--- src/sv/prs_pkg.sv ---
// Shared constants and types for the precharge relay supervisor.
package prs_pkg;

	localparam int SAMPLE_W = 16;
	localparam int CFG_W    = 16;
	localparam int CFG_IDX_W = 3;

	// Relay state codes
	localparam logic [1:0] ST_OPEN   = 2'd0;
	localparam logic [1:0] ST_CLOSED = 2'd1;
	localparam logic [1:0] ST_FLOAT  = 2'd2;

	// Configuration register indexes
	localparam logic [CFG_IDX_W-1:0] REG_CLOSE_RATIO  = 3'd0;
	localparam logic [CFG_IDX_W-1:0] REG_MIN_BATTERY  = 3'd1;
	localparam logic [CFG_IDX_W-1:0] REG_TS_FLOOR     = 3'd2;
	localparam logic [CFG_IDX_W-1:0] REG_TOGGLE       = 3'd3;
	localparam logic [CFG_IDX_W-1:0] REG_FAULT        = 3'd4;

	// Configuration reset values
	localparam logic [CFG_W-1:0] RST_CLOSE_RATIO = 16'd62259;
	localparam logic [CFG_W-1:0] RST_MIN_BATTERY = 16'd31500;
	localparam logic [CFG_W-1:0] RST_TS_FLOOR    = 16'd500;
	localparam logic [CFG_W-1:0] RST_TOGGLE      = 16'd4;
	localparam logic [CFG_W-1:0] RST_FAULT       = 16'd200;

	localparam logic [CFG_W-1:0] CNT_SAT = 16'hFFFF;

	// Request from the control logic into the sample window
	typedef struct packed {
		logic                start;
		logic [SAMPLE_W-1:0] ts;
		logic [SAMPLE_W-1:0] bt;
	} prs_win_req_t;

endpackage

--- src/sv/prs_if.sv ---
// Valid/ready channel interfaces for sample requests and relay results.
interface prs_in_if import prs_pkg::*; ();
	logic                valid;
	logic                ready;
	logic [SAMPLE_W-1:0] ts_sample;
	logic [SAMPLE_W-1:0] battery_sample;

	modport source (output valid, output ts_sample, output battery_sample, input ready);
	modport sink (input valid, input ts_sample, input battery_sample, output ready);
endinterface

interface prs_out_if;
	logic       valid;
	logic       ready;
	logic       relay_on;
	logic [1:0] relay_state;
	logic       state_changed;

	modport source (output valid, output relay_on, output relay_state, output state_changed,
		input ready);
	modport sink (input valid, input relay_on, input relay_state, input state_changed,
		output ready);
endinterface

--- src/sv/prs_window.sv ---
// Moving-average sample window: sample memory, running sums and fill count.
module prs_window import prs_pkg::*; #(
	parameter int WINDOW_LEN = 20
) (
	input  logic                     clk,
	input  logic                     arst_n,
	input  prs_win_req_t             req,
	output logic                     done,
	output logic [SAMPLE_W+$clog2(WINDOW_LEN+1)-1:0] ts_sum,
	output logic [SAMPLE_W+$clog2(WINDOW_LEN+1)-1:0] bt_sum,
	output logic [$clog2(WINDOW_LEN+1)-1:0]          fill
);

	localparam int CNT_W  = $clog2(WINDOW_LEN + 1);
	localparam int SUM_W  = SAMPLE_W + CNT_W;
	localparam int SLOT_W = (WINDOW_LEN > 1) ? $clog2(WINDOW_LEN) : 1;
	localparam logic [CNT_W-1:0]  FULL_CNT  = CNT_W'(WINDOW_LEN);
	localparam logic [SLOT_W-1:0] LAST_SLOT = SLOT_W'(WINDOW_LEN - 1);

	logic [2*SAMPLE_W-1:0] mem [WINDOW_LEN];
	logic [2*SAMPLE_W-1:0] rd_s1;
	logic [SAMPLE_W-1:0]   ts_s1;
	logic [SAMPLE_W-1:0]   bt_s1;
	logic                  busy_s1;
	logic                  done_q;
	logic [SUM_W-1:0]      ts_sum_q;
	logic [SUM_W-1:0]      bt_sum_q;
	logic [CNT_W-1:0]      fill_q;
	logic [SLOT_W-1:0]     slot_q;
	logic                  full;
	logic [SUM_W-1:0]      ts_old;
	logic [SUM_W-1:0]      bt_old;

	// Read the slot that the new sample replaces and capture the sample; then write the captured sample into that slot
	always_ff @(posedge clk) begin
		if (req.start) begin
			rd_s1 <= mem[slot_q];
			ts_s1 <= req.ts;
			bt_s1 <= req.bt;
		end
		if (busy_s1) begin
			mem[slot_q] <= {ts_s1, bt_s1};
		end
	end

	assign full   = (fill_q == FULL_CNT);
	assign ts_old = full ? SUM_W'(rd_s1[2*SAMPLE_W-1:SAMPLE_W]) : '0;
	assign bt_old = full ? SUM_W'(rd_s1[SAMPLE_W-1:0]) : '0;

	// Drop the oldest sample once full, add the new one, advance the slot
	always_ff @(posedge clk or negedge arst_n) begin
		if (!arst_n) begin
			busy_s1  <= 1'b0;
			done_q   <= 1'b0;
			ts_sum_q <= '0;
			bt_sum_q <= '0;
			fill_q   <= '0;
			slot_q   <= '0;
		end else begin
			busy_s1 <= req.start;
			done_q  <= busy_s1;
			if (busy_s1) begin
				ts_sum_q <= ts_sum_q - ts_old + SUM_W'(ts_s1);
				bt_sum_q <= bt_sum_q - bt_old + SUM_W'(bt_s1);
				if (!full) begin
					fill_q <= fill_q + 1'b1;
				end
				slot_q <= (slot_q == LAST_SLOT) ? '0 : slot_q + 1'b1;
			end
		end
	end

	assign done   = done_q;
	assign ts_sum = ts_sum_q;
	assign bt_sum = bt_sum_q;
	assign fill   = fill_q;

endmodule

--- src/sv/precharge_relay_supervisor_top.sv ---
// Precharge relay supervisor: windowed averages, condition classifier, debounced relay control.
// A new request is accepted only in idle: the window memory access plus three
// passes through the single shared comparison multiplier and the decision must
// finish before the next request can be taken.
// A full result register stalls the final step until the result is taken.
// Reset clears sums, fill count, debounce counters, state (open) and relay drive.
module precharge_relay_supervisor_top import prs_pkg::*; #(
	parameter int WINDOW_LEN = 20
) (
	input  logic                 clk,
	input  logic                 arst_n,
	prs_in_if.sink               in_ch,
	prs_out_if.source            out_ch,
	input  logic                 cfg_we,
	input  logic [CFG_IDX_W-1:0] cfg_index,
	input  logic [CFG_W-1:0]     cfg_data
);

	localparam int CNT_W  = $clog2(WINDOW_LEN + 1);
	localparam int SUM_W  = SAMPLE_W + CNT_W;
	localparam int PROD_W = SUM_W + CFG_W;

	localparam logic [2:0] S_IDLE = 3'd0;
	localparam logic [2:0] S_WIN  = 3'd1;
	localparam logic [2:0] S_P0   = 3'd2;
	localparam logic [2:0] S_P1   = 3'd3;
	localparam logic [2:0] S_P2   = 3'd4;
	localparam logic [2:0] S_P3   = 3'd5;

	logic [2:0]       state_q;
	logic [CFG_W-1:0] close_ratio_q;
	logic [CFG_W-1:0] min_battery_q;
	logic [CFG_W-1:0] ts_floor_q;
	logic [CFG_W-1:0] toggle_q;
	logic [CFG_W-1:0] fault_q;

	prs_win_req_t     win_req;
	logic             win_done;
	logic [SUM_W-1:0] ts_sum;
	logic [SUM_W-1:0] bt_sum;
	logic [CNT_W-1:0] fill;

	logic [SUM_W-1:0]  mul_a;
	logic [CFG_W-1:0]  mul_b;
	logic [PROD_W-1:0] prod_q;
	logic              lt_min_q;
	logic              ge_close_q;
	logic              gt_floor;
	logic [1:0]        cond;

	logic [CFG_W-1:0] close_cnt_q;
	logic [CFG_W-1:0] open_cnt_q;
	logic [CFG_W-1:0] float_cnt_q;
	logic [CFG_W-1:0] close_cnt_d;
	logic [CFG_W-1:0] open_cnt_d;
	logic [CFG_W-1:0] float_cnt_d;
	logic             fire_close;
	logic             fire_open;
	logic             fire_float;
	logic [1:0]       cur_state_q;
	logic             drive_q;
	logic [1:0]       next_state;
	logic             next_drive;

	logic             out_valid_q;
	logic             relay_on_q;
	logic [1:0]       relay_state_q;
	logic             changed_q;
	logic             out_free;
	logic             accept;

	assign in_ch.ready = (state_q == S_IDLE);
	assign accept      = in_ch.valid && in_ch.ready;
	assign out_free    = !out_valid_q || out_ch.ready;

	assign win_req.start = accept;
	assign win_req.ts    = in_ch.ts_sample;
	assign win_req.bt    = in_ch.battery_sample;

	prs_window #(
		.WINDOW_LEN(WINDOW_LEN)
	) u_window (
		.clk    (clk),
		.arst_n (arst_n),
		.req    (win_req),
		.done   (win_done),
		.ts_sum (ts_sum),
		.bt_sum (bt_sum),
		.fill   (fill)
	);

	// Configuration registers
	always_ff @(posedge clk or negedge arst_n) begin
		if (!arst_n) begin
			close_ratio_q <= RST_CLOSE_RATIO;
			min_battery_q <= RST_MIN_BATTERY;
			ts_floor_q    <= RST_TS_FLOOR;
			toggle_q      <= RST_TOGGLE;
			fault_q       <= RST_FAULT;
		end else if (cfg_we) begin
			case (cfg_index)
				REG_CLOSE_RATIO: close_ratio_q <= cfg_data;
				REG_MIN_BATTERY: min_battery_q <= cfg_data;
				REG_TS_FLOOR:    ts_floor_q    <= cfg_data;
				REG_TOGGLE:      toggle_q      <= cfg_data;
				REG_FAULT:       fault_q       <= cfg_data;
				default: ;
			endcase
		end
	end

	// Select operands of the shared multiplier
	always_comb begin
		case (state_q)
			S_P1: begin
				mul_a = bt_sum;
				mul_b = close_ratio_q;
			end
			S_P2: begin
				mul_a = SUM_W'(fill);
				mul_b = ts_floor_q;
			end
			default: begin
				mul_a = SUM_W'(fill);
				mul_b = min_battery_q;
			end
		endcase
	end

	// Hold each product and the comparison it feeds
	always_ff @(posedge clk) begin
		if (state_q == S_P0 || state_q == S_P1 || state_q == S_P2) begin
			prod_q <= PROD_W'(mul_a) * PROD_W'(mul_b);
		end
		if (state_q == S_P1) begin
			lt_min_q <= PROD_W'(bt_sum) < prod_q;
		end
		if (state_q == S_P2) begin
			ge_close_q <= {ts_sum, {CFG_W{1'b0}}} >= prod_q;
		end
	end

	assign gt_floor = PROD_W'(ts_sum) > prod_q;

	// Classify the period
	always_comb begin
		if (lt_min_q) begin
			cond = ST_OPEN;
		end else if (ge_close_q) begin
			cond = ST_CLOSED;
		end else if (gt_floor) begin
			cond = ST_FLOAT;
		end else begin
			cond = ST_OPEN;
		end
	end

	// Debounce counters: count while the condition holds, saturate, clear otherwise
	always_comb begin
		close_cnt_d = '0;
		open_cnt_d  = '0;
		float_cnt_d = '0;
		if (cond == ST_CLOSED) begin
			close_cnt_d = (close_cnt_q == CNT_SAT) ? close_cnt_q : close_cnt_q + 1'b1;
		end
		if (cond == ST_OPEN) begin
			open_cnt_d = (open_cnt_q == CNT_SAT) ? open_cnt_q : open_cnt_q + 1'b1;
		end
		if (cond == ST_FLOAT) begin
			float_cnt_d = (float_cnt_q == CNT_SAT) ? float_cnt_q : float_cnt_q + 1'b1;
		end
		fire_close = (cond == ST_CLOSED) && (close_cnt_d >= toggle_q);
		fire_open  = (cond == ST_OPEN) && (open_cnt_d >= toggle_q);
		fire_float = (cond == ST_FLOAT) && (float_cnt_d >= fault_q);

		next_state = cur_state_q;
		next_drive = drive_q;
		if (fire_close) begin
			next_state = ST_CLOSED;
			next_drive = 1'b1;
		end
		if (fire_open) begin
			next_state = ST_OPEN;
			next_drive = 1'b0;
		end
		if (fire_float) begin
			next_state = ST_FLOAT;
			next_drive = 1'b0;
		end
	end

	// Sequence one request through window, products and decision
	always_ff @(posedge clk or negedge arst_n) begin
		if (!arst_n) begin
			state_q     <= S_IDLE;
			close_cnt_q <= '0;
			open_cnt_q  <= '0;
			float_cnt_q <= '0;
			cur_state_q <= ST_OPEN;
			drive_q     <= 1'b0;
			out_valid_q <= 1'b0;
		end else begin
			// Raise valid on a new result, drop it once the result is taken
			if (state_q == S_P3 && out_free) begin
				out_valid_q <= 1'b1;
			end else if (out_ch.ready) begin
				out_valid_q <= 1'b0;
			end
			case (state_q)
				S_IDLE: begin
					if (accept) begin
						state_q <= S_WIN;
					end
				end
				S_WIN: begin
					if (win_done) begin
						state_q <= S_P0;
					end
				end
				S_P0: state_q <= S_P1;
				S_P1: state_q <= S_P2;
				S_P2: state_q <= S_P3;
				S_P3: begin
					if (out_free) begin
						close_cnt_q <= close_cnt_d;
						open_cnt_q  <= open_cnt_d;
						float_cnt_q <= float_cnt_d;
						cur_state_q <= next_state;
						drive_q     <= next_drive;
						state_q     <= S_IDLE;
					end
				end
				default: state_q <= S_IDLE;
			endcase
		end
	end

	// Load the result register
	always_ff @(posedge clk) begin
		if (state_q == S_P3 && out_free) begin
			relay_on_q    <= next_drive;
			relay_state_q <= next_state;
			changed_q     <= (next_state != cur_state_q);
		end
	end

	assign out_ch.valid         = out_valid_q;
	assign out_ch.relay_on      = relay_on_q;
	assign out_ch.relay_state   = relay_state_q;
	assign out_ch.state_changed = changed_q;

endmodule
--- src/flat_wrapper.sv ---
// flat-port wrapper written by rule: the top's interface ports become plain ports
module precharge_relay_supervisor_top_flat import prs_pkg::*;
#(
	parameter int WINDOW_LEN = 20
)
  (clk, arst_n, cfg_we, cfg_index, cfg_data, in_ch_valid, in_ch_ts_sample, in_ch_battery_sample, in_ch_ready, out_ch_valid, out_ch_relay_on, out_ch_relay_state, out_ch_state_changed, out_ch_ready);
  prs_in_if in_ch_i ();
  prs_out_if out_ch_i ();
  input  logic clk;
  input  logic arst_n;
  input  logic cfg_we;
  input  logic [CFG_IDX_W-1:0] cfg_index;
  input  logic [CFG_W-1:0] cfg_data;
  input wire logic [$bits(in_ch_i.valid)-1:0] in_ch_valid;
  input wire logic [$bits(in_ch_i.ts_sample)-1:0] in_ch_ts_sample;
  input wire logic [$bits(in_ch_i.battery_sample)-1:0] in_ch_battery_sample;
  output wire logic [$bits(in_ch_i.ready)-1:0] in_ch_ready;
  output wire logic [$bits(out_ch_i.valid)-1:0] out_ch_valid;
  output wire logic [$bits(out_ch_i.relay_on)-1:0] out_ch_relay_on;
  output wire logic [$bits(out_ch_i.relay_state)-1:0] out_ch_relay_state;
  output wire logic [$bits(out_ch_i.state_changed)-1:0] out_ch_state_changed;
  input wire logic [$bits(out_ch_i.ready)-1:0] out_ch_ready;
  assign in_ch_i.valid = in_ch_valid;
  assign in_ch_i.ts_sample = in_ch_ts_sample;
  assign in_ch_i.battery_sample = in_ch_battery_sample;
  assign in_ch_ready = in_ch_i.ready;
  assign out_ch_valid = out_ch_i.valid;
  assign out_ch_relay_on = out_ch_i.relay_on;
  assign out_ch_relay_state = out_ch_i.relay_state;
  assign out_ch_state_changed = out_ch_i.state_changed;
  assign out_ch_i.ready = out_ch_ready;
  precharge_relay_supervisor_top #(.WINDOW_LEN(WINDOW_LEN)) u_core (.clk(clk), .arst_n(arst_n), .in_ch(in_ch_i), .out_ch(out_ch_i), .cfg_we(cfg_we), .cfg_index(cfg_index), .cfg_data(cfg_data));
endmodule
--- config.mk ---
export PLATFORM = sky130hd
export DESIGN_NAME = precharge_relay_supervisor_top_flat
export DESIGN_NICKNAME = d
export VERILOG_FILES = /design/src/sv/prs_pkg.sv /design/src/sv/prs_if.sv /design/src/sv/prs_window.sv /design/src/sv/precharge_relay_supervisor_top.sv /design/src/flat_wrapper.sv
export SDC_FILE = /design/constraint.sdc
export NUM_CORES = 2
export LEC_CHECK = 0
export BUFFER_PORTS_ARGS = -buffer_cell sky130_fd_sc_hd__buf_4
export CAP_MARGIN = 10
export CORE_ASPECT_RATIO = 1.1
export CORE_UTILIZATION = 65
export DETAILED_ROUTE_END_ITERATION = 8
export PLACE_DENSITY = 0.82
export SLEW_MARGIN = 0
export SYNTH_ARGS = -nofsm -noshare
export SYNTH_HDL_FRONTEND = slang
export SYNTH_HIERARCHICAL = 1
export SYNTH_SLANG_ARGS = --single-unit
--- constraint.sdc ---
create_clock -name clk -period 17.37 [get_ports clk]
set_input_delay 0.8685 -clock clk [delete_from_list [all_inputs] [get_ports clk]]
set_output_delay 0.8685 -clock clk [all_outputs]
set_load 0.005 [all_outputs]
After elaboration in Yosys (flattened, before gate mapping)
Memories as Yosys holds them, arrays and structs flattened. A register that Yosys moved wholly into a read port is not among the register bits.
Index checks and enable logic that the tools add are counted.
{"block": "op_classes", "add_sub_neg": 9, "multipliers": 1, "n_lt_le_gt_ge": 6, "eq_ne": 20, "mux": 28, "n_bitwise": 1, "n_reduce_logical": 21}
{"cell": "16-bit two-way mux", "count": 8}
{"cell": "16-bit by 1-bit adder with 16-bit output, second input constant", "count": 3}
{"cell": "16-bit == test, second input constant", "count": 3}
{"cell": "16-bit >= comparator", "count": 3}
{"cell": "21-bit by 16-bit adder with 21-bit output", "count": 2}
{"cell": "21-bit by 16-bit subtractor with 21-bit output", "count": 2}
{"cell": "37-bit >= comparator", "count": 1}
{"cell": "21-bit by 37-bit greater-than comparator with 1-bit output", "count": 1}
{"cell": "21-bit by 37-bit less-than comparator with 1-bit output", "count": 1}
{"cell": "21-bit by 16-bit multiplier with 37-bit output", "count": 1}
{"cell": "16-bit one-hot mux with 2 select lines", "count": 1}
{"cell": "21-bit two-way mux", "count": 1}
{"cell": "3-bit one-hot mux with 6 select lines", "count": 1}
{"cell": "2-bit AND reduction", "count": 7}
{"cell": "3-bit by 2-bit == test with 1-bit output, second input constant", "count": 4}
{"cell": "2-bit two-way mux", "count": 6}
{"cell": "5-bit by 1-bit adder with 5-bit output, second input constant", "count": 2}
{"cell": "5-bit == test, second input constant", "count": 2}
{"cell": "3-bit == test, second input constant", "count": 3}
{"cell": "3-bit two-way mux", "count": 3}
{"cell": "1-bit two-way mux", "count": 7}
{"cell": "3-bit by 1-bit == test with 1-bit output, second input constant", "count": 2}
{"cell": "3-bit zero test", "count": 2}
{"cell": "1-bit logical AND", "count": 5}
{"cell": "12 further kinds", "count": 15}
{"block": "totals", "reg_bits": 264, "ram_bits": 640, "in_bits": 56, "output_inout_bits": 6, "memories": 1}
{"name": "u_core.u_window.mem", "words": 20, "word_bits": 32, "read_ports": 1, "rd_ports_with_merged_regs": 1, "wr": 1, "line": "prs_window.sv:20", "text": "logic [2*SAMPLE_W-1:0] mem [WINDOW_LEN];"}

Logic depth before layout (Yosys ltp)
{"block": "logic_depth", "word_depth": 12, "depth_mapped": 32, "depth_no_buf": 29}

Cells and area by module
Netlist, hierarchy kept.
{"module": "prs_window", "instances": 1, "cells_each": 1819, "area_per_inst_um2": 31846.8, "seq_area_each_um2": 22491.6}
{"module": "precharge_relay_supervisor_top", "instances": 1, "cells_each": 2353, "area_per_inst_um2": 21480.6, "seq_area_each_um2": 4704.5}

Least setup slack after synthesis
OpenSTA, ideal clock, no wires.
{"block": "synth_timing", "path_kind": "register to register", "start": "reg u_core.state_q[0]", "end": "reg u_core.prod_q[33], data pin", "t_arrival_ns": 7.588, "required_time_ns": 17.108, "slack_ns": 9.520, "path_stages_with_launch": 30, "path_buffers": 3, "synth_period_minus_slack_ns": 7.850, "cell_sequence": "dfrtp_1 -> clkbuf_1 -> nand2_1 -> nor2_1 -> nor2_1 -> clkbuf_1 -> and2_1 -> a221oi_1 -> clkbuf_1 -> nor2_1 -> fa_1 -> inv_1 -> fa_1 -> fa_1 -> fa_1 -> inv_1 -> fa_1 -> inv_1 -> fa_1 -> inv_1 -> ha_1 -> a21o_1 -> a21o_1 -> a21o_1 -> o21bai_1 -> a31o_2 -> a41o_1 -> a2111oi_0 -> a21oi_1 -> xor2_1"}
{"block": "synth_between", "elab_chain_len": 3, "elab_cells_between_ends": 5, "cone_classes": "mul: 1; eq/ne: 2; mux: 2"}
{"element": "start, declared", "line": "precharge_relay_supervisor_top.sv:30", "text": "logic [2:0] state_q;"}
{"element": "start signal, assigned", "line": "precharge_relay_supervisor_top.sv:195", "text": "state_q <= S_IDLE;"}
{"element": "start signal, assigned", "line": "precharge_relay_supervisor_top.sv:212", "text": "state_q <= S_WIN;"}
{"element": "start signal, assigned", "line": "precharge_relay_supervisor_top.sv:217", "text": "state_q <= S_P0;"}
{"element": "3-bit == test or 3-bit by 2-bit == test with 1-bit output (tied branches)", "line": "precharge_relay_supervisor_top.sv:114", "text": "case (state_q)"}
{"element": "16-bit one-hot mux with 2 select lines or 21-bit two-way mux (tied branches)", "line": "precharge_relay_supervisor_top.sv:114"}
{"element": "21-bit by 16-bit multiplier with 37-bit output (*)", "line": "precharge_relay_supervisor_top.sv:133", "text": "prod_q <= PROD_W'(mul_a) * PROD_W'(mul_b);"}
{"element": "end signal, assigned", "line": "precharge_relay_supervisor_top.sv:133"}
{"element": "end, declared", "line": "precharge_relay_supervisor_top.sv:45", "text": "logic [PROD_W-1:0] prod_q;"}
Every way passes the cells marked *; elsewhere a longest branch is shown, timed or not.
A chain may end at the register's enable or synchronous reset.

Final worst setup path
Same ends and word-level chain as after synthesis.

==> qor.yml <==
status: "finished, violations left"
violations: "design-rule violations"
multi_input_area_sq_um: 23600
fin_crit_sh: 0.519
fp.dieW_um: 275
gp_congestion: 0.980
slowest_stage: "a221oi_1"
num_io_pins: 62
setup-tns-final_ps: 0
cts_buffers: 90
endpoint: "u_core/prod_q[33]"
area_growth_pct: 8.91
vias: 34242
power.density_nw_per_um2: 188
clock_path_buffers: 3
first_pass_iters: 8
drt_iter0_drc: 3901
syn_area_per_cell_sq_um: 12.8
dp_hpwl_um: 83200
synth_edf_count: 747
critPathMostFrequentCell: "fa_1"
timing.rr.end: "u_core/prod_q[33]"
ctsHoldBuffers: 0
finalCriticalPeriod_ps: 9020
cts-root-buf: "clkbuf_16"
hold_ws_ps: 299
clock-sinks: 936
die_y_um: 302
ir_drop_mv: 0.181
synth_area_leaders: "edfxtp_1, fa_1, dfrtp_1, mux4_2, ha_1"
path_delay_family: "adder cells"
leakage_nw: 23.6
synth_top_area_share: 0.421
syn-num-nets: 4794
synth_commonest_cells: "edfxtp_1, inv_1, nand2_1"
syn_area_sq_um: 53300
postRouteAntennaNets: 0
post_cts_buffers: 0
maxCapViolations: 0
end_kind: "flip-flop"
worstPathRequired_ps: 17780
grt_max_degree: 132
cts_tree: "built"
grt_pass1_wl_um: 207000
grt_setup_unrepaired: "false"
slew_violations: 0
postSynthRegisterBits: 936
core.rowCount: 109
nFillCells: 5116
worstSetupPathType: "flip-flop to flip-flop"
cp-startpoint: "u_core/state_q[0]"
antenna_found_initial: 1
ys_warn_count: 6
synth_ff_type: "edfxtp_1"
seq_area_frac_synth: 0.510
crit_fanout: 73
fp.coreArea_sq_um: 80700
synth_cells: 4172
crit_cells: 27
final-hold-violation-count: 0
antennaDiodeCount: 0
cp_num_buf_inv: 5
portBuffers: 61
fin_skew_ps: 51.6
relSlewSlack: 0.170
grt_pass1_vias: 35284
synth.distinct_cells: 86
totalWireLength_um: 135000
cp.arrival_ps: 9420
initial_core_util: 0.661
synth_top_cell_by_area: "edfxtp_1"
drc: 4
dieArea_sq_um: 83200
tightestPinTransition_ps: 1250
grt_util_all_layers: 0.335
async_flop_share: 0.202
finalNetCount: 4840
hold_class: "primary input to async pin"
dp_cells: 5180
via_per_inst: 6.40
path_clk_slew_ps: 60
rr_startpoint: "u_core/state_q[0]"
htree_levels: 3
cts_resized: 0
layout-drive-gt1-share: 0.134
grt_overflow: 0
regArea_sq_um: 27200
setup.worst_path.start_class: "flip-flop"
r2r_slack_ps: 8350
wl_per_cell_um: 25.2
max_stage_delay_ps: 960
clkLatencyLatePin_ps: 690
ff2ff_path_depth: 27
fmax_mhz: 111
yosysMostFrequentCell: "edfxtp_1"
finalSetupViolCount: 0
final_cells: 5348
## through the flow
stage / total power, mW / utilization / instance area (sq um) / worst slack, ps
finish: 10.9 / 0.719 / 58100 / 8350
global route: 11.7 / 0.719 / 58100 / 7930
CTS: 10.9 / 0.719 / 58100 / 8460
detailed placement: 8.73 / 0.682 / 55100 / 8510
global placement: 8.64 / 0.682 / 55100 / 8700
floorplan: 7.25 / - / 53300 / 9520
## power by group
part	switching, mW	leakage (nW)	total, mW	internal [mW]
Combinational	3.43	13.0	5.69	2.26
Sequential	0.339	9.06	3.22	2.88
Clock	0.877	1.46	2.00	1.12
Total	4.64	23.6	10.9	6.26
## area by class of cell
cell class	instances	share of cell area
Multi-Input combinational cell	2519	0.406
Timing Repair Buffer	124	0.0161
Tap cell	1054	0.0227
Inverter	547	0.0354
Clock inverter	50	0.0107
Clock buffer	118	0.0411
Sequential cell	936	0.468
## registers in the layout (all words and copies together), names as in the netlist, 5 cells and up
| register | flops |
|---|---|
| u_core/u_window/slot_q | 5 |
| u_core/min_battery_q | 16 |
| u_core/toggle_q | 16 |
| u_core/close_ratio_q | 16 |
| u_core/u_window/ts_s1 | 16 |
| u_core/ts_floor_q | 16 |
| u_core/u_window/bt_s1 | 16 |
| u_core/u_window/mem | 640 |
| u_core/open_cnt_q | 16 |
| u_core/u_window/fill | 5 |
| u_core/float_cnt_q | 16 |
| u_core/fault_q | 16 |
| u_core/u_window/ts_sum | 21 |
| u_core/prod_q | 37 |
| u_core/u_window/bt_sum | 21 |
| u_core/u_window/rd_s1 | 32 |
| u_core/close_cnt_q | 16 |
## worst register-to-register path: stages (launching register included)
cell and delay (ps):
dfrtp_1 560, nand2_1 170, nor2_4 100, buf_4 580, nor2_1 230, and2_1 220
a221oi_1 960, nor2_1 170, fa_1 580, inv_1 50, fa_1 490, fa_1 510
inv_1 50, fa_1 480, fa_1 560, inv_1 80, fa_1 540, inv_1 50
ha_1 360, a21oi_1 160, o21ai_0 130, a311oi_1 370, o21bai_1 100, a31o_2 260
a41o_1 270, a2111oi_0 450, a21oi_1 90, xor2_1 160
## cell usage in the layout (no fill, tap or decap), types with 25 or more instances in the layout
cell,n
a221o_1,42
nor3_1,51
nand3_1,56
mux2_2,82
a21oi_1,123
nand2_1,469
and2_1,68
nand4_1,29
xnor2_1,58
fa_1,296
buf_4,123
inv_1,545
dfrtp_1,155
mux4_2,160
clkbuf_1,25
dfstp_2,28
a21o_1,62
o21ai_0,107
xor2_1,40
clkbuf_16,90
ha_1,270
edfxtp_1,747
mux2i_1,56
nor2_1,237
and3_1,26
nand2b_1,30
## routing by layer
layer | vias to the layer above | track usage | routed length (um)
met5 | - | 0 | 14
met4 | 2 | 0.165 | 7160
met3 | 466 | 0.0592 | 11900
met2 | 1917 | 0.553 | 65900
met1 | 17102 | 0.433 | 49800
li1 | 14755 | - | -
## cells by family (layout without fill, tap and decap cells)
group,Yosys count,count (layout),synth area share
AO/OA/AOI/OAI,506,506,0.0645
adder cells (fa/ha/maj),566,566,0.174
multiplexers,298,298,0.0954
AND/OR/NAND/NOR,1051,1051,0.0879
buffers and inverters,717,839,0.0516
flip-flops,936,936,0.510
XOR/XNOR,98,98,0.0161
## worst min path at each step
stage / end / slack, ps / startpoint / cells past startpoint
floorplan: u_core/u_window/done / 350 / u_core/u_window/busy_s1 / 0
global placement: u_core/min_battery_q[10] / 490 / u_core/min_battery_q[10] / 1
detailed placement: u_core/toggle_q[12] / 490 / u_core/toggle_q[12] / 1
CTS: u_core/u_window/bt_s1[13] / 330 / in_ch_battery_sample[13] / 1
global route: u_core/u_window/bt_s1[14] / 340 / in_ch_battery_sample[14] / 1
finish: u_core/open_cnt_q[14] / 300 / arst_n / 1
(Power assumes the default switching activity.)
